[src/rtl/udsmc_pkg.sv]
// Shared types, command codes and helpers for the DC and stepper motor command block.
// No dependencies; imported by uart_dc_and_stepper_motor_control.
`default_nettype none

package udsmc_pkg;

   // Channel widths
   localparam int unsigned REQ_DATA_W = 8;   // cmd_byte
   localparam int unsigned REQ_USER_W = 1;   // action
   localparam int unsigned RSP_DATA_W = 16;  // 15 payload bits, padded to two bytes

   // Item kind carried on req_tuser
   localparam logic ACTION_CMD  = 1'b0;
   localparam logic ACTION_TICK = 1'b1;

   // ASCII command codes
   localparam logic [7:0] CMD_DC_FWD     = 8'h44;  // 'D'
   localparam logic [7:0] CMD_DC_REV     = 8'h41;  // 'A'
   localparam logic [7:0] CMD_DUTY_W     = 8'h57;  // 'W'
   localparam logic [7:0] CMD_DUTY_S     = 8'h53;  // 'S'
   localparam logic [7:0] CMD_DC_STOP    = 8'h5A;  // 'Z'
   localparam logic [7:0] CMD_STEP_FWD   = 8'h48;  // 'H'
   localparam logic [7:0] CMD_STEP_REV   = 8'h46;  // 'F'
   localparam logic [7:0] CMD_DWELL_DOWN = 8'h54;  // 'T'
   localparam logic [7:0] CMD_DWELL_UP   = 8'h47;  // 'G'
   localparam logic [7:0] CMD_STEP_STOP  = 8'h58;  // 'X'

   // Duty and dwell limits
   localparam logic [7:0] DUTY_STEP    = 8'd10;
   localparam logic [7:0] DUTY_MAX     = 8'd240;
   localparam logic [7:0] DUTY_MIN     = 8'd10;
   localparam logic [7:0] DUTY_REVERSE = 8'd250;
   localparam logic [2:0] DWELL_MIN    = 3'd1;
   localparam logic [2:0] DWELL_MAX    = 3'd5;
   localparam logic [2:0] DWELL_RESET  = 3'd6;

   typedef enum logic [1:0] {
      DC_IDLE = 2'd0,
      DC_FWD  = 2'd1,
      DC_REV  = 2'd2
   } dc_mode_type;

   typedef enum logic [1:0] {
      STEP_STOPPED = 2'd0,
      STEP_FWD     = 2'd1,
      STEP_REV     = 2'd2
   } step_mode_type;

   function automatic logic [7:0] duty_up(input logic [7:0] d);
      logic [8:0] n;
      n = {1'b0, d} + {1'b0, DUTY_STEP};
      return (n >= {1'b0, DUTY_MAX}) ? DUTY_MAX : n[7:0];
   endfunction

   function automatic logic [7:0] duty_down(input logic [7:0] d);
      return (d <= (DUTY_MIN + DUTY_STEP)) ? DUTY_MIN : (d - DUTY_STEP);
   endfunction

   // Forward half-step coil table
   function automatic logic [3:0] half_step(input logic [2:0] idx);
      logic [3:0] pat;
      unique case (idx)
         3'd0:    pat = 4'h1;
         3'd1:    pat = 4'h3;
         3'd2:    pat = 4'h2;
         3'd3:    pat = 4'h6;
         3'd4:    pat = 4'h4;
         3'd5:    pat = 4'hC;
         3'd6:    pat = 4'h8;
         default: pat = 4'h9;
      endcase
      return pat;
   endfunction

endpackage

`default_nettype wire

[src/rtl/uart_dc_and_stepper_motor_control.sv]
// DC motor and half-step stepper command block: top level, single module.
// Depends on udsmc_pkg (codes, limits, duty helpers, coil table).
//
// Usage
//   req channel: one transaction is either a received command byte
//     (req_tuser = 0, byte on req_tdata) or a one-millisecond tick (req_tuser = 1,
//     req_tdata ignored).
//   rsp channel: exactly one transaction per request, showing the outputs after
//     that request: duty, direction pin, coil bits and stepper mode.
//   Path: a request accepted into the input register is decoded there and lands
//     in the result register, which drives its response; a full result register
//     that waits on rsp_tready holds the request in the input register.
//   Throughput: one transaction per cycle while rsp_tready is high. The state update
//     for an item is one pass of decode and clamp logic from the input register to
//     the state and result registers, so the next item sees the new state straight away.
//   Stall: while rsp_tready is low and a response waits, one more request is
//     still taken into the input register; req_tready then drops until the
//     response is taken. Nothing is lost or repeated.
//   Reset: synchronous, active high. Duty 0, DC idle, direction 0, stepper
//     stopped, dwell 6 ms, counters and coils 0; both pipeline stages empty.
`default_nettype none

module uart_dc_and_stepper_motor_control (
   input  wire                                clock,
   input  wire                                reset,
   input  wire                                req_tvalid,
   output logic                               req_tready,
   input  wire  [udsmc_pkg::REQ_DATA_W-1:0]  req_tdata,   // [7:0] cmd_byte
   input  wire  [udsmc_pkg::REQ_USER_W-1:0]  req_tuser,   // [0] action
   output logic                               rsp_tvalid,
   input  wire                                rsp_tready,
   output logic [udsmc_pkg::RSP_DATA_W-1:0]  rsp_tdata    // [7:0] pwm_duty, [8] motor_dir,
                                                           // [12:9] coil_pattern,
                                                           // [14:13] stepper_running, [15] 0
);

   import udsmc_pkg::*;

   // Input register
   logic                  req_valid_ff, req_valid_in;
   logic                  req_action_ff;
   logic [7:0]            req_cmd_ff;

   // Result register
   logic                  rsp_valid_ff, rsp_valid_in;
   logic [RSP_DATA_W-1:0] rsp_data_ff, rsp_data_in;

   // Block state
   logic [7:0]            duty_level_ff, duty_level_in;
   dc_mode_type           dc_mode_ff, dc_mode_in;
   logic                  dir_pin_ff, dir_pin_in;
   step_mode_type         step_mode_ff, step_mode_in;
   logic [2:0]            dwell_ms_ff, dwell_ms_in;
   logic [2:0]            dwell_count_ff, dwell_count_in;
   logic [2:0]            phase_index_ff, phase_index_in;
   logic [3:0]            coil_reg_ff, coil_reg_in;

   logic                  req_fire;
   logic                  stage_advance;
   logic [2:0]            tick_idx;
   logic [2:0]            count_inc;

   assign req_fire      = req_tvalid && req_tready;
   // the input stage moves on when the result register is free or being emptied
   assign stage_advance = req_valid_ff && (!rsp_valid_ff || rsp_tready);
   assign req_tready    = !req_valid_ff || stage_advance;

   assign req_valid_in  = req_fire ? 1'b1 : (stage_advance ? 1'b0 : req_valid_ff);
   assign rsp_valid_in  = stage_advance ? 1'b1
                        : ((rsp_valid_ff && rsp_tready) ? 1'b0 : rsp_valid_ff);

   // reverse running reads the table back to front
   assign tick_idx  = (step_mode_ff == STEP_REV) ? (3'd7 - phase_index_ff) : phase_index_ff;
   assign count_inc = dwell_count_ff + 3'd1;

   // Next-state decode for the item in the input register
   always_comb begin
      duty_level_in  = duty_level_ff;
      dc_mode_in     = dc_mode_ff;
      dir_pin_in     = dir_pin_ff;
      step_mode_in   = step_mode_ff;
      dwell_ms_in    = dwell_ms_ff;
      dwell_count_in = dwell_count_ff;
      phase_index_in = phase_index_ff;
      coil_reg_in    = coil_reg_ff;

      if (stage_advance) begin
         if (req_action_ff == ACTION_CMD) begin
            unique case (req_cmd_ff)
               CMD_DC_FWD: begin
                  duty_level_in = 8'd0;
                  dc_mode_in    = DC_FWD;
                  dir_pin_in    = 1'b0;
               end
               CMD_DC_REV: begin
                  duty_level_in = DUTY_REVERSE;
                  dc_mode_in    = DC_REV;
                  dir_pin_in    = 1'b1;
               end
               CMD_DUTY_W: begin
                  if (dc_mode_ff == DC_FWD) begin
                     duty_level_in = duty_up(duty_level_ff);
                  end else if (dc_mode_ff == DC_REV) begin
                     duty_level_in = duty_down(duty_level_ff);
                  end
               end
               CMD_DUTY_S: begin
                  if (dc_mode_ff == DC_FWD) begin
                     duty_level_in = duty_down(duty_level_ff);
                  end else if (dc_mode_ff == DC_REV) begin
                     duty_level_in = duty_up(duty_level_ff);
                  end
               end
               CMD_DC_STOP: begin
                  duty_level_in = 8'd0;
                  dir_pin_in    = 1'b0;
                  dc_mode_in    = DC_IDLE;
               end
               CMD_STEP_FWD, CMD_STEP_REV: begin
                  step_mode_in   = (req_cmd_ff == CMD_STEP_FWD) ? STEP_FWD : STEP_REV;
                  coil_reg_in    = 4'h0;
                  phase_index_in = 3'd0;
                  dwell_count_in = 3'd0;
               end
               CMD_DWELL_DOWN: begin
                  dwell_ms_in = (dwell_ms_ff <= (DWELL_MIN + 3'd1)) ? DWELL_MIN
                                                                    : (dwell_ms_ff - 3'd1);
               end
               CMD_DWELL_UP: begin
                  dwell_ms_in = ({1'b0, dwell_ms_ff} + 4'd1 >= {1'b0, DWELL_MAX}) ? DWELL_MAX
                                                                 : (dwell_ms_ff + 3'd1);
               end
               CMD_STEP_STOP: begin
                  step_mode_in = STEP_STOPPED;
               end
               default: begin
               end
            endcase
         end else if (step_mode_ff == STEP_FWD || step_mode_ff == STEP_REV) begin
            // new coil pattern at the start of each dwell
            if (dwell_count_ff == 3'd0) begin
               coil_reg_in = half_step(tick_idx);
            end
            if (count_inc >= dwell_ms_ff) begin
               dwell_count_in = 3'd0;
               phase_index_in = phase_index_ff + 3'd1;
            end else begin
               dwell_count_in = count_inc;
            end
         end
      end

      rsp_data_in = stage_advance
                  ? {1'b0, step_mode_in, coil_reg_in, dir_pin_in, duty_level_in}
                  : rsp_data_ff;
   end

   always_ff @(posedge clock) begin
      if (reset) begin
         req_valid_ff   <= 1'b0;
         rsp_valid_ff   <= 1'b0;
         duty_level_ff  <= 8'd0;
         dc_mode_ff     <= DC_IDLE;
         dir_pin_ff     <= 1'b0;
         step_mode_ff   <= STEP_STOPPED;
         dwell_ms_ff    <= DWELL_RESET;
         dwell_count_ff <= 3'd0;
         phase_index_ff <= 3'd0;
         coil_reg_ff    <= 4'h0;
      end else begin
         req_valid_ff   <= req_valid_in;
         rsp_valid_ff   <= rsp_valid_in;
         duty_level_ff  <= duty_level_in;
         dc_mode_ff     <= dc_mode_in;
         dir_pin_ff     <= dir_pin_in;
         step_mode_ff   <= step_mode_in;
         dwell_ms_ff    <= dwell_ms_in;
         dwell_count_ff <= dwell_count_in;
         phase_index_ff <= phase_index_in;
         coil_reg_ff    <= coil_reg_in;
      end
   end

   // payload registers, no reset
   always_ff @(posedge clock) begin
      if (req_fire) begin
         req_action_ff <= req_tuser[0];
         req_cmd_ff    <= req_tdata;
      end
      rsp_data_ff <= rsp_data_in;
   end

   assign rsp_tvalid = rsp_valid_ff;
   assign rsp_tdata  = rsp_data_ff;

   // Checks
   a_duty_range: assert property (@(posedge clock) disable iff (reset)
      duty_level_ff <= DUTY_REVERSE)
      else $error("duty above reverse level");

   a_dwell_range: assert property (@(posedge clock) disable iff (reset)
      dwell_ms_ff >= DWELL_MIN && dwell_ms_ff <= DWELL_RESET)
      else $error("dwell out of range");

   // the counter stays below the reset dwell of six, the largest dwell value
   a_count_range: assert property (@(posedge clock) disable iff (reset)
      dwell_count_ff < DWELL_RESET)
      else $error("dwell counter out of range");

   a_dir_follows_mode: assert property (@(posedge clock) disable iff (reset)
      dir_pin_ff == (dc_mode_ff == DC_REV))
      else $error("direction pin disagrees with DC mode");

   a_rsp_drains: assert property (@(posedge clock) disable iff (reset)
      rsp_tvalid && rsp_tready && !req_valid_ff |=> !rsp_tvalid)
      else $error("response repeated");

endmodule

`default_nettype wire
[config.mk]
export PLATFORM = sky130hd
export DESIGN_NAME = uart_dc_and_stepper_motor_control
export DESIGN_NICKNAME = d
export VERILOG_FILES = /design/src/rtl/udsmc_pkg.sv /design/src/rtl/uart_dc_and_stepper_motor_control.sv
export SDC_FILE = /design/constraint.sdc
export NUM_CORES = 1
export LEC_CHECK = 0
export ABC_CLOCK_PERIOD_IN_PS = 5200
export BUFFER_PORTS_ARGS = -buffer_cell sky130_fd_sc_hd__buf_2
export CAP_MARGIN = 25
export CORE_UTILIZATION = 42
export CTS_BUF_LIST = sky130_fd_sc_hd__clkbuf_4
export CTS_CLUSTER_DIAMETER = 100
export DETAILED_ROUTE_END_ITERATION = 10
export HOLD_SLACK_MARGIN = 0.02
export PLACE_DENSITY = 0.7
export SYNTH_ARGS = -nofsm -noshare
export SYNTH_HDL_FRONTEND = slang
export SYNTH_SLANG_ARGS = --single-unit
[constraint.sdc]
create_clock -name clock -period 5.2 [get_ports clock]
set_input_delay 0.26 -clock clock [delete_from_list [all_inputs] [get_ports clock]]
set_output_delay 0.26 -clock clock [all_outputs]
set_load 0.02 [all_outputs]
# Yosys cells after proc, flatten, opt, wreduce, memory -nomap -nowiden

Cells that the tools add are included.

Reductions and logical operators: 21
Mux-type cells: 38
Magnitude comparators: 5
$add $sub $neg: 8
Equal/unequal tests: 22
Bitwise gates (word level): 1

Operators with widths:

| operator                                                           | number |
|---|---|
| equality test 8 x 7 -> 1 bit (second input constant)               | 10 |
| two-way mux 8 bit                                                  | 8 |
| case mux 8 bit (4 select lines)                                    | 1 |
| two-way mux 3 bit                                                  | 10 |
| case mux 4 bit (7 select lines)                                    | 1 |
| two-way mux 4 bit                                                  | 5 |
| adder 3 x 1 -> 3 bit (second input constant)                       | 3 |
| adder 8 x 4 -> 9 bit (second input constant)                       | 1 |
| equality test 3 bit (second input constant)                        | 3 |
| greater-or-equal comparator 9 x 8 -> 1 bit (second input constant) | 1 |
| AND reduction 3 bit                                                | 3 |
| <= comparator 8 x 5 -> 1 bit (second input constant)               | 1 |
| nonzero test 2 bit                                                 | 4 |
| subtractor 8 x 4 -> 8 bit (second input constant)                  | 1 |
| equality test 3 x 2 -> 1 bit (second input constant)               | 2 |
| zero test 3 bit                                                    | 2 |
| two-way mux 1 bit                                                  | 6 |
| two-way mux 2 bit                                                  | 3 |
| case mux 2 bit (3 select lines)                                    | 1 |
| case mux 3 bit (2 select lines)                                    | 1 |
| adder 3 x 1 -> 4 bit (second input constant)                       | 1 |
| equality test 2 x 1 -> 1 bit (second input constant)               | 2 |
| equality test 2 bit (second input constant)                        | 2 |
| greater-or-equal comparator 4 x 3 -> 1 bit (second input constant) | 1 |
| other kinds (15)                                                   | 22 |

Flip-flop bits (word level): 52
Output and inout bits: 18
Input port bits: 13

# Longest topological paths before layout

Gate-level depths: netlist (run 1).

Depth in word-level cells: 8
Gate-level depth with buffers: 9
Gate-level depth less buffers: 8

# Least setup slack after synthesis (run 1)

OpenSTA, ideal clock, no wires.

Path type: register to register
From: register req_cmd_ff[4]
To: register rsp_data_ff[3] (netlist: rsp_tdata[3]) (data pin)
Setup slack: 2.974 ns
Arrival: 1.966 ns
Cell stages (with the launch flop): 9
Path buffers: 2
Library setup time: 0.261 ns
Clock period less this slack: 2.226 ns
Cells stage by stage: edfxtp_1 buf_6 nor4b_4 or4b_4 a21oi_4 buf_6 o211ai_2 a311oi_2 nor2_1

Word-level cells in the longest chain between the ends: 5
Elaborated cells on any way between the ends: 9
Those cells by class: eq/ne: 5; mux: 3; reduce/logical: 1

RTL lines:

| element                             | line                                     | text |
|---|---|---|
| start, declared                     | uart_dc_and_stepper_motor_control.sv:42  | `logic [7:0] req_cmd_ff;` |
| start signal, assigned              | uart_dc_and_stepper_motor_control.sv:188 | `req_cmd_ff <= req_tdata;` |
| equality test 8 x 7 -> 1 bit        | uart_dc_and_stepper_motor_control.sv:89  | `unique case (req_cmd_ff)` |
| OR reduction 2 bit (no line)        | -                                        |  |
| case mux 8 bit (4 select lines) (*) | uart_dc_and_stepper_motor_control.sv:89  |  |
| two-way mux 8 bit (*)               | uart_dc_and_stepper_motor_control.sv:88  | `if (req_action_ff == ACTION_CMD) begin` |
| two-way mux 8 bit (*)               | uart_dc_and_stepper_motor_control.sv:87  | `if (stage_advance) begin` |
| via duty_level_in[3]                | uart_dc_and_stepper_motor_control.sv:49  | `logic [7:0] duty_level_ff, duty_level_in;` |
| end signal, assigned                | uart_dc_and_stepper_motor_control.sv:190 | `rsp_data_ff <= rsp_data_in;` |
| end, declared                       | uart_dc_and_stepper_motor_control.sv:46  | `logic [RSP_DATA_W-1:0] rsp_data_ff, rsp_data_in;` |

Mark *: on every way through the listed nets, which the timed path passes. The rest lies on a longest branch.
A chain may end at the register's enable or synchronous reset.

# Worst setup path after layout (run 1)

From: register req_cmd_ff[4]
To: register rsp_data_ff[6] (netlist: rsp_tdata[6]) (data pin)

The elaborated chain is that of the path after synthesis.

==> results of run 1 <==
==> cell type report <==
cell class,count,area (µm²),area share
multi-input cells,286,1890,0.521
repair buffers,34,193,0.0532
inverters,14,52.6,0.0145
clock inverters,2,38.8,0.0107
well taps,102,128,0.0352
flip-flops and latches,52,1280,0.353
clock buffers,6,45.0,0.0124
==> per-stage QoR <==
step / instances / power [µW] / utilization / hold WS, ns / worst slack (ns)
floorplan: 378 / 487 / - / 0.359 / 2.97
global placement: 484 / 502 / 0.453 / 0.437 / 2.62
detailed placement: 484 / 503 / 0.453 / 0.438 / 2.55
CTS: 492 / 742 / 0.464 / 0.0368 / 2.53
global route: 496 / 767 / 0.469 / 0.0240 / 2.39
finish: 496 / 739 / 0.469 / 0.0403 / 2.51
==> metal layers <==
layer,wire [µm],GRT usage
met3,447,0.0377
met2,3230,0.282
met4,166,0.0767
met1,3570,0.254
met5,0,0
==> registers in the layout, indices dropped and copies added, names as in the netlist <==
signal and count:
rsp_tdata 15, duty_level_ff 8, req_cmd_ff 8, coil_reg_ff 4, dwell_count_ff 3, dwell_ms_ff 3, phase_index_ff 3, dc_mode_ff 2
step_mode_ff 2, dir_pin_ff 1, req_action_ff 1, req_valid_ff 1, rsp_tvalid 1
==> cell families after synthesis <==
kind of cell,after synthesis,synth area share
AND/OR/NAND/NOR,157,0.259
AO/OA/AOI/OAI,100,0.214
flip-flops,52,0.383
buffers and inverters,40,0.0527
adder cells (fa/ha/maj),13,0.0486
XOR/XNOR,10,0.0262
multiplexers,5,0.0150
other,1,0.00112
==> cells in the final DEF, fill, tap and decap left out, drive strengths merged, types with 4 or more instances in the layout <==
| cell | n |
|---|---|
| nor2 | 41 |
| buf | 30 |
| dfxtp | 28 |
| nand2 | 26 |
| edfxtp | 24 |
| o21ai | 24 |
| nor2b | 18 |
| a21oi | 18 |
| inv | 15 |
| nor3 | 13 |
| ha | 13 |
| nand3 | 9 |
| nand2b | 8 |
| xor2 | 7 |
| nand4 | 6 |
| a31oi | 6 |
| clkbuf | 6 |
| o211ai | 6 |
| a21o | 6 |
| mux2i | 5 |
| and3b | 4 |
| nor3b | 4 |
| a22o | 4 |
| dlygate4sd3 | 4 |
| and2 | 4 |
| nor4 | 4 |
==> worst max-delay path, stage by stage (launching register included) <==
cell	delay, ns
edfxtp_1	0.55
nor4b_4	0.43
or4b_4	0.54
a21oi_4	0.35
nand2_1	0.22
a311oi_2	0.31
nor2_1	0.07
==> worst min-delay path by stage <==
stage / from / to / slack [ns] / cells past startpoint
2_1_floorplan: req_tuser / req_action_ff / 0.36 / 0
3_3_place_gp: req_tdata[7] / req_cmd_ff[7] / 0.44 / 1
3_5_place_dp: req_tdata[6] / req_cmd_ff[6] / 0.44 / 1
4_1_cts: req_tdata[0] / req_cmd_ff[0] / 0.04 / 1
5_1_grt: req_tdata[6] / req_cmd_ff[6] / 0.02 / 1
6_report: req_tdata[6] / req_cmd_ff[6] / 0.04 / 1
==> where the power goes <==
| part | leakage [µW] | switching (µW) | total [µW] | internal (µW) |
|---|---|---|---|---|
| Sequential | 0.000451 | 11.0 | 449 | 438 |
| Combinational | 0.000865 | 28.8 | 46.7 | 17.9 |
| Clock | 0.0000463 | 135 | 244 | 109 |
| Total | 0.00136 | 175 | 739 | 565 |
==> cells in the mapped netlist, drive strengths merged, types with 5 or more instances <==
master,count
a21o,6
a21oi,18
a31oi,6
buf,11
clkbuf,15
dfxtp,28
edfxtp,24
ha,13
inv,14
mux2i,5
nand2,26
nand2b,8
nand3,9
nand4,6
nor2,41
nor2b,18
nor3,13
o211ai,6
o21ai,24
xor2,7
==> out/metrics.yaml, run 1 <==
status: "completed"
wl_um: 7410
antenna_left: 0
timing.rr.start: "req_cmd_ff[4]"
cts_tree: "yes"
drc: 0
worst_setup_path_start_kind: "flip-flop"
avgSynthCellArea_um2: 8.85
core_um2: 7730
grt_max_degree: 28
final_hold_viol_count: 0
cts_resized: 0
clkTransAtPathRegs_ns: 0.15
die_height_um: 91.2
ys_seq_area_frac: 0.383
vias: 2874
diodes: 0
overflow: 0
yosysUniqueCellTypes: 68
port_buffers: 29
crit_path_start: "req_cmd_ff[4]"
synthesis.nets: 404
leakage_uw: 0.00136
fillers: 732
grt_pass1_vias: 2623
cp_max_fo: 12
regToRegSetupSlack_ns: 2.51
slew_violations: 0
relSlewSlack: 0.555
grt_pass1_wl_um: 12400
setup_viol: 0
worst_slew_pin_slew_ns: 0.661
synth-seq-cells: 52
start_util: 0.433
cp.arrival_ns: 2.84
area_growth_pct: 8.38
critPathCaptureType: "flip-flop"
worstReg2RegEnd: "rsp_tdata[6]"
cts-root-buf: "clkbuf_4"
ir_drop_mv: 0.0957
yosys_warnings: 0
grt_antenna_before_repair: 0
postCtsHoldBufs: 0
netlist.area_leader.share: 0.215
gp_congestion: 0.920
postPlaceCellArea_um2: 3500
crit_type: "flip-flop to flip-flop"
final_cell_area_um2: 3620
cts.path.max_buffers: 2
die_w_um: 91.2
drt_iter0_drc: 244
power_density_nw_per_um2: 204
numCtsBuffers: 5
crit_end: "rsp_tdata[6]"
dp_hpwl_um: 5190
htree_levels: 2
rsz0062_at_grt: "false"
synthCells: 378
first_pass_iters: 5
min_path_type: "input pin to flip-flop"
async_flop_share: 0
synth_area_leaders: "edfxtp_1 22%, dfxtp_1 17%, ha_1 4.9%"
wire_per_inst_um: 14.9
track_usage: 0.185
skew_ns: 0.00468
fin_crit_ns: 2.69
r2r_cells: 6
clkLatencyLatePin_ns: 0.38
layout.nets: 419
drive_gt1_frac: 0.129
synth_enable_flop_cells: 24
via_per_inst: 5.79
io_pins: 31
ys.flop_type: "dfxtp_1"
fin_crit_sh: 0.517
dieArea_um2: 8320
postCtsSetupBuffers: 0
final.setup.tns_ns: 0
num_rows: 32
cap_violations: 0
cts.sinks: 52
fmax_ghz: 0.372
required_ns: 5.35
yosysTopAreaCell: "edfxtp_1"
synthesis.area_um2: 3340
Power figures use the tool's default switching activity.
==> inputs of run 2 (changes only) <==
--- a/config.mk
+++ b/config.mk
@@ -5,7 +5,7 @@
 export SDC_FILE = /design/constraint.sdc
 export NUM_CORES = 1
 export LEC_CHECK = 0
-export ABC_CLOCK_PERIOD_IN_PS = 5200
+export ABC_CLOCK_PERIOD_IN_PS = 2700
 export BUFFER_PORTS_ARGS = -buffer_cell sky130_fd_sc_hd__buf_2
 export CAP_MARGIN = 25
 export CORE_UTILIZATION = 42
==> constraint.sdc (replaced) <==
create_clock -name clock -period 2.7 [get_ports clock]
set_input_delay 0.135 -clock clock [delete_from_list [all_inputs] [get_ports clock]]
set_output_delay 0.135 -clock clock [all_outputs]
set_load 0.02 [all_outputs]
==> run 2 against run 1 <==
Cell count grew 4.0%. Clock power grew 65%. Critical endpoint is now rsp_tdata[2]. Sequential cell count is the same.
==> out/metrics.yaml, run 2 (synthesis results as in run 1) <==
start_util: 0.433
multiInputGateArea_um2: 1890
cts-root-buf: "clkbuf_4"
antenna_left: 0
diodes: 0
timing.rr.start: "req_cmd_ff[3]"
track_usage: 0.191
wl_um: 7790
final_hold_viol_count: 0
required_ns: 2.86
mostFrequentLayoutCells: "41 x nor2_1, 29 x buf_2, 28 x dfxtp_1"
skew_ns: 0.0251
num_rows: 32
final.setup.worst_slack_ns: 0.259
drt_iter0_drc: 217
leakage_uw: 0.00145
drive_gt1_frac: 0.159
grt_max_degree: 28
min_path_type: "input pin to flip-flop"
dp_hpwl_um: 5570
drc: 0
path_cells: "or3b_2 -> a211o_1 -> a21oi_4 -> buf_4 -> nor2_1 -> a41oi_1 -> nand2_1"
postCtsSetupBuffers: 0
fin_crit_sh: 0.904
numCtsBuffers: 5
grt_pass1_wl_um: 12800
slew_violations: 0
rsz0062_at_grt: "false"
area_growth_pct: 12.9
fin_total_pwr_uw: 1370
worst_slew_pin_slew_ns: 0.600
grt_pass1_vias: 2630
crit_path_start: "req_cmd_ff[3]"
max_stage_delay_ns: 0.53
die_w_um: 91.2
wire_per_inst_um: 15.1
pre_cts_ws_ns: 0.226
first_pass_iters: 5
status: "completed"
worst-path-buf-inv: 1
via_per_inst: 5.71
final.setup.tns_ns: 0
overflow: 0
vias: 2948
critPathTopFamily: "compound AO/OA/AOI/OAI gates"
cts.sinks: 52
worst_setup_path_start_kind: "flip-flop"
ir_drop_mv: 0.238
io_pins: 31
setup_viol: 0
crit_type: "flip-flop to flip-flop"
largest_reg_flops: 15
layout.nets: 439
fillers: 730
core_um2: 7730
power_density_nw_per_um2: 363
die_height_um: 91.2
fmax_ghz: 0.410
layout_commonest_cell: "nor2_1"
whs_ns: 0.0311
cp.arrival_ns: 2.61
regArea_um2: 1280
gp_congestion: 0.917
clkLatencyLatePin_ns: 0.40
cp_max_fo: 8
port_buffers: 29
dieArea_um2: 8320
cts_tree: "yes"
hp-start: "rsp_tready"
relSlewSlack: 0.599
fin_crit_ns: 2.44
cts.path.max_buffers: 2
worst_path_max_delay_cell: "or3b_2"
htree_levels: 2
clkTransAtPathRegs_ns: 0.17
critPathCaptureType: "flip-flop"
grt_antenna_before_repair: 0
cap_violations: 0
[run 2: cell count changes in the layout (fill, tap and decap cells not counted), sizes merged]
cell	previous run	this run
buf	30	44
dlygate4sd3	4	10
bufinv	1	0
clkbuf	6	5
clkinv	0	1
clkinvlp	0	1
[run 2: per-stage QoR]
stage	util	std cells	area, µm²
final	0.489	516	3780
after global routing	0.489	516	3780
after CTS	0.488	516	3770
after detailed placement	0.467	498	3610
after global placement	0.467	498	3610
after floorplan	-	378	3340
[run 2: worst paths after layout]
kind / cells past startpoint / slack (ns) / end
worst max register to register: 7 / 0.26 / rsp_tdata[2]
worst min-delay path: 4 / 0.03 / rsp_tvalid
worst max-delay path: 7 / 0.26 / rsp_tdata[2]
worst min register to register: 2 / 0.52 / dwell_count_ff[2]
[run 2: area by class of cell]
type                    instances  share of cell area
repair buffers                 54              0.0948
well taps                     102              0.0338
inverters                      14              0.0139
flip-flops and latches         52               0.339
clock inverters                 3             0.00729
multi-input cells             286               0.501
clock buffers                   5             0.00994
[run 2: repair_timing]
| action | in CTS | in global routing |
|---|---|---|
| hold endpoints to repair | 10 | 0 |
| gates resized for setup | 0 | 1 |
| setup endpoints to repair | 0 | 1 |
| hold buffers | 10 | 0 |
[run 2: routing by layer]
layer,track usage,vias to the layer above,part of all wire
met5,0,-,0
met4,0.0608,0,0.015
met3,0.0318,13,0.050
met2,0.308,95,0.46
met1,0.260,1379,0.47
li1,-,1461,-
[run 2: worst register-to-register path, stage by stage (launching register included)]
cell	delay [ns]
edfxtp_1	0.51
or3b_2	0.53
a211o_1	0.34
a21oi_4	0.30
buf_4	0.20
nor2_1	0.04
a41oi_1	0.21
nand2_1	0.07
[run 2: report_power, final]
| group | internal (µW) | switching [µW] | total (µW) |
|---|---|---|---|
| registers | 844 | 15.5 | 860 |
| logic | 44.0 | 63.8 | 108 |
| clock network | 110 | 293 | 403 |
